File: config.mk
export PLATFORM = sky130hd
export DESIGN_NAME = gnz_fade
export DESIGN_NICKNAME = d
export VERILOG_FILES = /design/src/sv/gnz_pkg.sv /design/src/sv/gnz_fade.sv
export SDC_FILE = /design/constraint.sdc
export NUM_CORES = 2
export LEC_CHECK = 0
export BUFFER_PORTS_ARGS = -buffer_cell sky130_fd_sc_hd__buf_2
export CORE_UTILIZATION = 61
export CTS_BUF_LIST = sky130_fd_sc_hd__clkbuf_4
export CTS_CLUSTER_DIAMETER = 40
export DETAILED_ROUTE_END_ITERATION = 16
export GPL_TIMING_DRIVEN = 0
export PLACE_DENSITY = 0.78
export SKIP_CTS_REPAIR_TIMING = 1
export SLEW_MARGIN = 5
export SYNTH_ARGS = -nofsm -noshare
export SYNTH_HDL_FRONTEND = slang
export SYNTH_SLANG_ARGS = --single-unit
export TNS_END_PERCENT = 100
File: constraint.sdc
create_clock -name clk -period 8.48 [get_ports clk]
set_input_delay 0.424 -clock clk [delete_from_list [all_inputs] [get_ports clk]]
set_output_delay 0.424 -clock clk [all_outputs]
set_load 0.02 [all_outputs]
File: src/sv/gnz_pkg.sv
// ----------------------------------------------------------------------------
// gnz_pkg: shared constants and types for 2D gradient noise
// Fixed-point format, hash and fade constants, datapath word types.
// ----------------------------------------------------------------------------
`timescale 1ns / 1ps
`default_nettype none

package gnz_pkg;

  localparam int FRAC_BITS = 16;
  localparam int COORD_W   = 24;
  localparam int OUT_W     = 19;

  localparam int ONE       = 1 << FRAC_BITS;
  localparam int LIM       = 3 * ONE;
  localparam int OUT_MAX   = (1 << (OUT_W - 1)) - 1;
  localparam int OUT_MIN   = -(1 << (OUT_W - 1));

  localparam int HASH_X    = 57;
  localparam int HASH_Y    = 131;
  localparam int CORNER_10 = 1;
  localparam int CORNER_01 = 57;
  localparam int CORNER_11 = 58;

  localparam int FADE_A    = 6;
  localparam int FADE_B    = 15;
  localparam int FADE_C    = 10;

  typedef logic [COORD_W-1:0]          coord_t;
  typedef logic [FRAC_BITS-1:0]        frac_t;
  typedef logic [FRAC_BITS:0]          ease_t;
  typedef logic signed [FRAC_BITS+2:0] corner_t;
  typedef logic signed [FRAC_BITS+3:0] diff_t;
  typedef logic signed [OUT_W-1:0]     out_t;

endpackage

`default_nettype wire

File: src/sv/gnz_fade.sv
// ----------------------------------------------------------------------------
// gnz_fade: quintic fade curve, three register stages
// Computes t*t*t*(t*(6t - 15) + 10) with floor truncation after each product.
// ----------------------------------------------------------------------------
`timescale 1ns / 1ps
`default_nettype none

module gnz_fade
  import gnz_pkg::*;
(
  input  wire logic  clk,
  input  wire logic  rst,
  input  wire logic  valid_in,
  input  wire frac_t t,
  output logic       valid_out,
  output ease_t      ease
);

  localparam int IW = FRAC_BITS + 5;

  logic                        v1;
  logic                        v2;
  frac_t                       t1;
  frac_t                       t2;
  frac_t                       t3;
  logic signed [IW-1:0]        ia1;
  logic signed [IW-1:0]        ia2;

  logic [2*FRAC_BITS-1:0]      sq;
  logic [2*FRAC_BITS-1:0]      cube;
  logic signed [IW-1:0]        inner0;
  logic signed [FRAC_BITS+IW:0] m1;
  logic signed [FRAC_BITS+IW:0] m3;
  logic signed [IW-1:0]        ia_next;

  always_comb begin
    sq      = (2*FRAC_BITS)'(t) * (2*FRAC_BITS)'(t);
    inner0  = $signed(IW'(t) * IW'(FADE_A)) - $signed(IW'(FADE_B * ONE));
    m1      = $signed({1'b0, t}) * inner0;
    ia_next = IW'(m1 >>> FRAC_BITS) + IW'(FADE_C * ONE);
    cube    = (2*FRAC_BITS)'(t2) * (2*FRAC_BITS)'(t1);
    m3      = $signed({1'b0, t3}) * ia2;
  end

  always_ff @(posedge clk) begin
    if (rst) begin
      v1        <= 1'b0;
      v2        <= 1'b0;
      valid_out <= 1'b0;
    end else begin
      v1        <= valid_in;
      v2        <= v1;
      valid_out <= v2;
    end
  end

  always_ff @(posedge clk) begin
    t1   <= t;
    t2   <= sq[2*FRAC_BITS-1:FRAC_BITS];
    ia1  <= ia_next;
    t3   <= cube[2*FRAC_BITS-1:FRAC_BITS];
    ia2  <= ia1;
    ease <= ease_t'(m3 >>> FRAC_BITS);
  end

  a_ease_max: assert property (@(posedge clk) disable iff (rst)
    valid_out |-> (32'(ease) <= ONE))
    else $error("fade output above one");

  a_inner_pos: assert property (@(posedge clk) disable iff (rst)
    v2 |-> (ia2 > 0))
    else $error("fade inner term not positive");

  a_valid_lat: assert property (@(posedge clk) disable iff (rst)
    valid_in |-> ##3 valid_out)
    else $error("fade beat lost");

endmodule

`default_nettype wire

---- Yosys cells after proc, flatten, opt, wreduce, memory -nomap -nowiden ----
Cells that the tools add are included.
word-level totals
  output and inout bits ................... 18
  register bits ........................... 110
  input bits .............................. 19
  logic and storage cells ................. 16
operators by class
  multipliers ............................. 5
  add/subtract/negate cells ............... 2
operators with widths
  kind                    count
  $mul 16x16->32          2
  $mul 17x21->37          1
  $mul 17x21->33          1
  $add 21x21->21 const B  1
  $sub 19x20->21 const B  1
  $mul 16x2->18 const B   1

---- Logic depth before layout (Yosys ltp) ----
  depth after elaboration ................. 4
  mapped depth ............................ 41
  gate-level depth less buffers ........... 39

---- Worst setup path after synthesis ----
No wires, ideal clock.
  path type ............................... input-to-reg
  start ................................... input t[1]
  end ..................................... register ia1[20]
  stages on the path ...................... 37
  required time ........................... 8.359 ns
  arrival ................................. 8.695 ns
  slack ................................... -0.336 ns
  path buffers ............................ 3
  setup time .............................. 0.121 ns
  cells stage by stage .................... buf_6 -> inv_1 -> ha_1 -> nor2b_1 -> o21a_1 -> o21ai_1 -> a21oi_1 -> o21a_1 -> buf_2 -> o2111ai_1 -> a31oi_1 -> a31oi_1 -> nor4b_1 -> a211o_1 -> ha_1 -> clkbuf_1 -> nand2_1 -> fa_1 -> fa_1 -> fa_1 -> inv_1 -> fa_1 -> fa_1 -> inv_1 -> fa_1 -> inv_1 -> ha_1 -> a211oi_1 -> o21ai_0 -> a221oi_2 -> o21ai_0 -> o31ai_2 -> a21oi_1 -> or4_1 -> o31ai_1 -> nor3_2 -> xnor2_1
between the ends
  cells in the longest elaborated chain, start to end .. 4
ends and longest elaborated chain
  element               line            source
  start, declared       gnz_fade.sv:14  input wire frac_t t,
  $mul 16x2->18         gnz_fade.sv:38  inner0 = $signed(IW'(t) * IW'(FADE_A)) - $signed(IW'(FADE_B * ONE));
  $sub 19x20->21        gnz_fade.sv:38
  $mul 17x21->37 (*)    gnz_fade.sv:39  m1 = $signed({1'b0, t}) * inner0;
  $add 21x21->21 (*)    gnz_fade.sv:40  ia_next = IW'(m1 >>> FRAC_BITS) + IW'(FADE_C * ONE);
  net ia_next[20]       gnz_fade.sv:34  logic signed [IW-1:0] ia_next;
  end signal, assigned  gnz_fade.sv:60  ia1 <= ia_next;
  end, declared         gnz_fade.sv:26  logic signed [IW-1:0] ia1;
The timed path passes the listed nets; every way through them passes the cells marked *.
A chain may end at the register's enable or synchronous reset.

---- Final worst setup path ----
  start ................................... input t[1]
  end ..................................... register ia1[19]
Same word-level chain as after synthesis.

==> impl_metrics.env <==
export IMPL_start_kind="input pin"
export IMPL_final_design_area_no_fill_um2=41520
export IMPL_timing_clock_skew_ps=70.24
export IMPL_drt_initial_drc_count=2050
export IMPL_main_combinational_cell_family_by_area_after_synthesis="adder cells"
export IMPL_synth_top_cell_area_share_pct=49.17
export IMPL_critical_path_class="input pin to flip-flop"
export IMPL_pin_count_of_the_biggest_net_entering_global_routing=20
export IMPL_floorplan_core_area_um2=63430
export IMPL_grt_antenna_before_repair=8
export IMPL_number_of_enable_type_register_cells_in_the_synthesized_netlist=0
export IMPL_dominantRegCellSynth="dfxtp_1"
export IMPL_ys_ff_latch=110
export IMPL_endpoint_kind="flip-flop"
export IMPL_syn_area_per_cell_um2=9.220
export IMPL_synth_async_sr_flop_share_pct=0
export IMPL_grt_usage_pct=31.05
export IMPL_violations="negative setup slack"
export IMPL_ctsRootBufferMaster="clkbuf_4"
export IMPL_hold_path_class="input pin to flip-flop"
export IMPL_clkLatencyLatePin_ps=640
export IMPL_area_fraction_in_compound_gates_after_synthesis_pct=3.693
export IMPL_worst_slew_pin_transition_ps=1141
export IMPL_synth_xor_area_share_pct=2.625
export IMPL_cts_tree="built"
export IMPL_synth_sequential_area_ratio_pct=5.594
export IMPL_detail_route_antenna_nets=0
export IMPL_cts_path_max_buffers=2
export IMPL_ys_top_cells_by_count="1185 x inv_1, 967 x fa_1, 603 x nand2_1, 396 x ha_1, 325 x and2_1"
export IMPL_globalRoute_totalOverflow=0
export IMPL_run_status="complete, but fails checks"
export IMPL_period_minus_slack_ps=8781
export IMPL_drt_vias_per_instance=5.467
export IMPL_timing_critical_path_arrival_ps=9340
export IMPL_totalWireLength_um=95870
export IMPL_io_pins=37
export IMPL_place_detailed_hpwl_um=81150
export IMPL_route_detailed_wl_per_inst_um=18.40
export IMPL_mappedNetlistNets=5652
export IMPL_dieArea_um2=65560
export IMPL_yosysWarningCount=0
export IMPL_grt_first_pass_wirelength_um=158500
export IMPL_initial_cell_density_of_the_core_pct=62.07
export IMPL_crit_path_top_delay_cell="fa_2"
export IMPL_post_route_cells_drive_above_1_share_pct=4.017
export IMPL_postLayoutCoreUtil_pct=65.46
export IMPL_post_synth_top_count_cell="inv_1"
export IMPL_post_synth_and_or_nand_nor_area_fraction_pct=13.47
export IMPL_setup_ws_ps=-301.1
export IMPL_remaining_drc_errors=0
export IMPL_detailroute_via_count=28476
export IMPL_port_buffers=36
export IMPL_whs_ps=59.39
export IMPL_nets=5733
export IMPL_layout_worst_path_cycle_share_pct=103.6
export IMPL_clk_pin_slew_ps=230
export IMPL_die_height_um=256.0
export IMPL_muxShareOfSynthArea_pct=0.09217
export IMPL_areaGrowthSynthToFinish_pct=5.470
export IMPL_synth_largest_area_cell="fa_1"
export IMPL_placed_area_um2=40730
export IMPL_rsz_0062_raised_after_global_routing="yes"
export IMPL_worst_slew_margin_rel_pct=23.38
export IMPL_finalWeightedCongestion=0.9931
export IMPL_netlist_instances=4270
export IMPL_path_max_fanout=8
export IMPL_core_rowCount=92
export IMPL_cts_buffers_inserted=9
export IMPL_yosys_area_share_adder_pct=61.76
export IMPL_die_w_um=256.0
export IMPL_drt_first_pass_iters=6
export IMPL_synth_top_cells_by_area="fa_1 49%, ha_1 13%, inv_1 11%"
export IMPL_final_setup_viol_count=3
export IMPL_critPathMaxStageDelay_ps=570
export IMPL_finalMaxSlewViolations=0
export IMPL_grt_pass1_vias=31075
export IMPL_max_frequency_mhz=113.9
export IMPL_synthesis_area_um2=39370
export IMPL_cp_data_required_time_ps=9040
export IMPL_clkSinkCount=110
export IMPL_cap_violations=0
export IMPL_synth_lib_cells_used_distinct=68
export IMPL_place_worst_setup_slack_ps=-1701
export IMPL_hold_viol=0
export IMPL_cts_htree_levels=3
-- critical path, delay by kind of cell --
kind	cells	cell delay, ps
AO/OA/AOI/OAI	11	2070
multiplexers	1	280
adder cells (fa/ha/maj)	10	3920
AND/OR/NAND/NOR	5	510
XOR/XNOR	4	730
buffers and inverters	11	1340
-- path summary, 6_finish.rpt --
kind                                     start          endpoint  slack [ps]  depth (start not counted)
worst min register to register  ia1[6]$_DFF_P_    ia2[6]$_DFF_P_         260                          0
worst max-delay path                      t[1]   ia1[19]$_DFF_P_        -300                         42
worst min-delay path                     t[15]    t1[15]$_DFF_P_          60                          1
worst max register to register  t3[13]$_DFF_P_  ease[16]$_DFF_P_        1030                         21
-- cell usage in the layout, fill, tap and decap left out, types with 7 or more instances in the layout --
cell      instances
fa_1            962
diode_2           7
nand3_1          13
and2_1          323
nor3_1           26
ha_4              8
clkbuf_4         11
clkbuf_1        130
o21ai_0          22
nand4_1           8
ha_1            387
buf_4            32
o21bai_1          9
a21oi_1          52
inv_1          1180
xnor2_1          74
o21a_1           15
and3_1           16
dfxtp_1         110
buf_2            36
nor2b_1          13
a21o_1           35
nand2b_1          8
xor2_1           33
nand2_1         603
nor2_1          105
-- logic make-up after synthesis --
group / Yosys count
compound gates: 205
xor+xnor: 118
fa+ha+maj: 1363
buf+inv: 1335
flops: 110
mux: 3
simple gates: 1136
-- layout make-up --
cell class / instances / area, um2
buffer: 145 / 609.3
multi-input combinational: 2825 / 32550
inverter: 1189 / 4471
clock buffer: 9 / 67.56
clock inverter: 7 / 78.83
tap: 846 / 1059
sequential: 110 / 2202
timing repair buffer: 71 / 462.9
antenna: 7 / 17.52
fill: 5065 / 21900
-- sequential cells by signal, indices dropped and copies added (netlist names) --
| signal | flops |
|---|---|
| ia1 | 21 |
| ia2 | 21 |
| ease | 17 |
| t1 | 16 |
| t2 | 16 |
| t3 | 16 |
| v1 | 1 |
| v2 | 1 |
| valid_out | 1 |
-- per-layer routing --
layer  GRT usage (%)  wire length (um)
met2           51.03             45430
met1           40.12             36910
met4           11.19              3692
met3           7.526              9822
met5               0                13
-- stage by stage --
step / cells / setup TNS [ps]
final: 5209 / -668.9
after global routing: 5205 / -1313
after CTS: 5168 / -8411
after detailed placement: 5152 / -22360
after global placement: 5152 / -22490
after floorplan: 4270 / 0
Power is not shown: default switching activity piles up to over one toggle a cycle in this logic, so the estimate is an artifact.
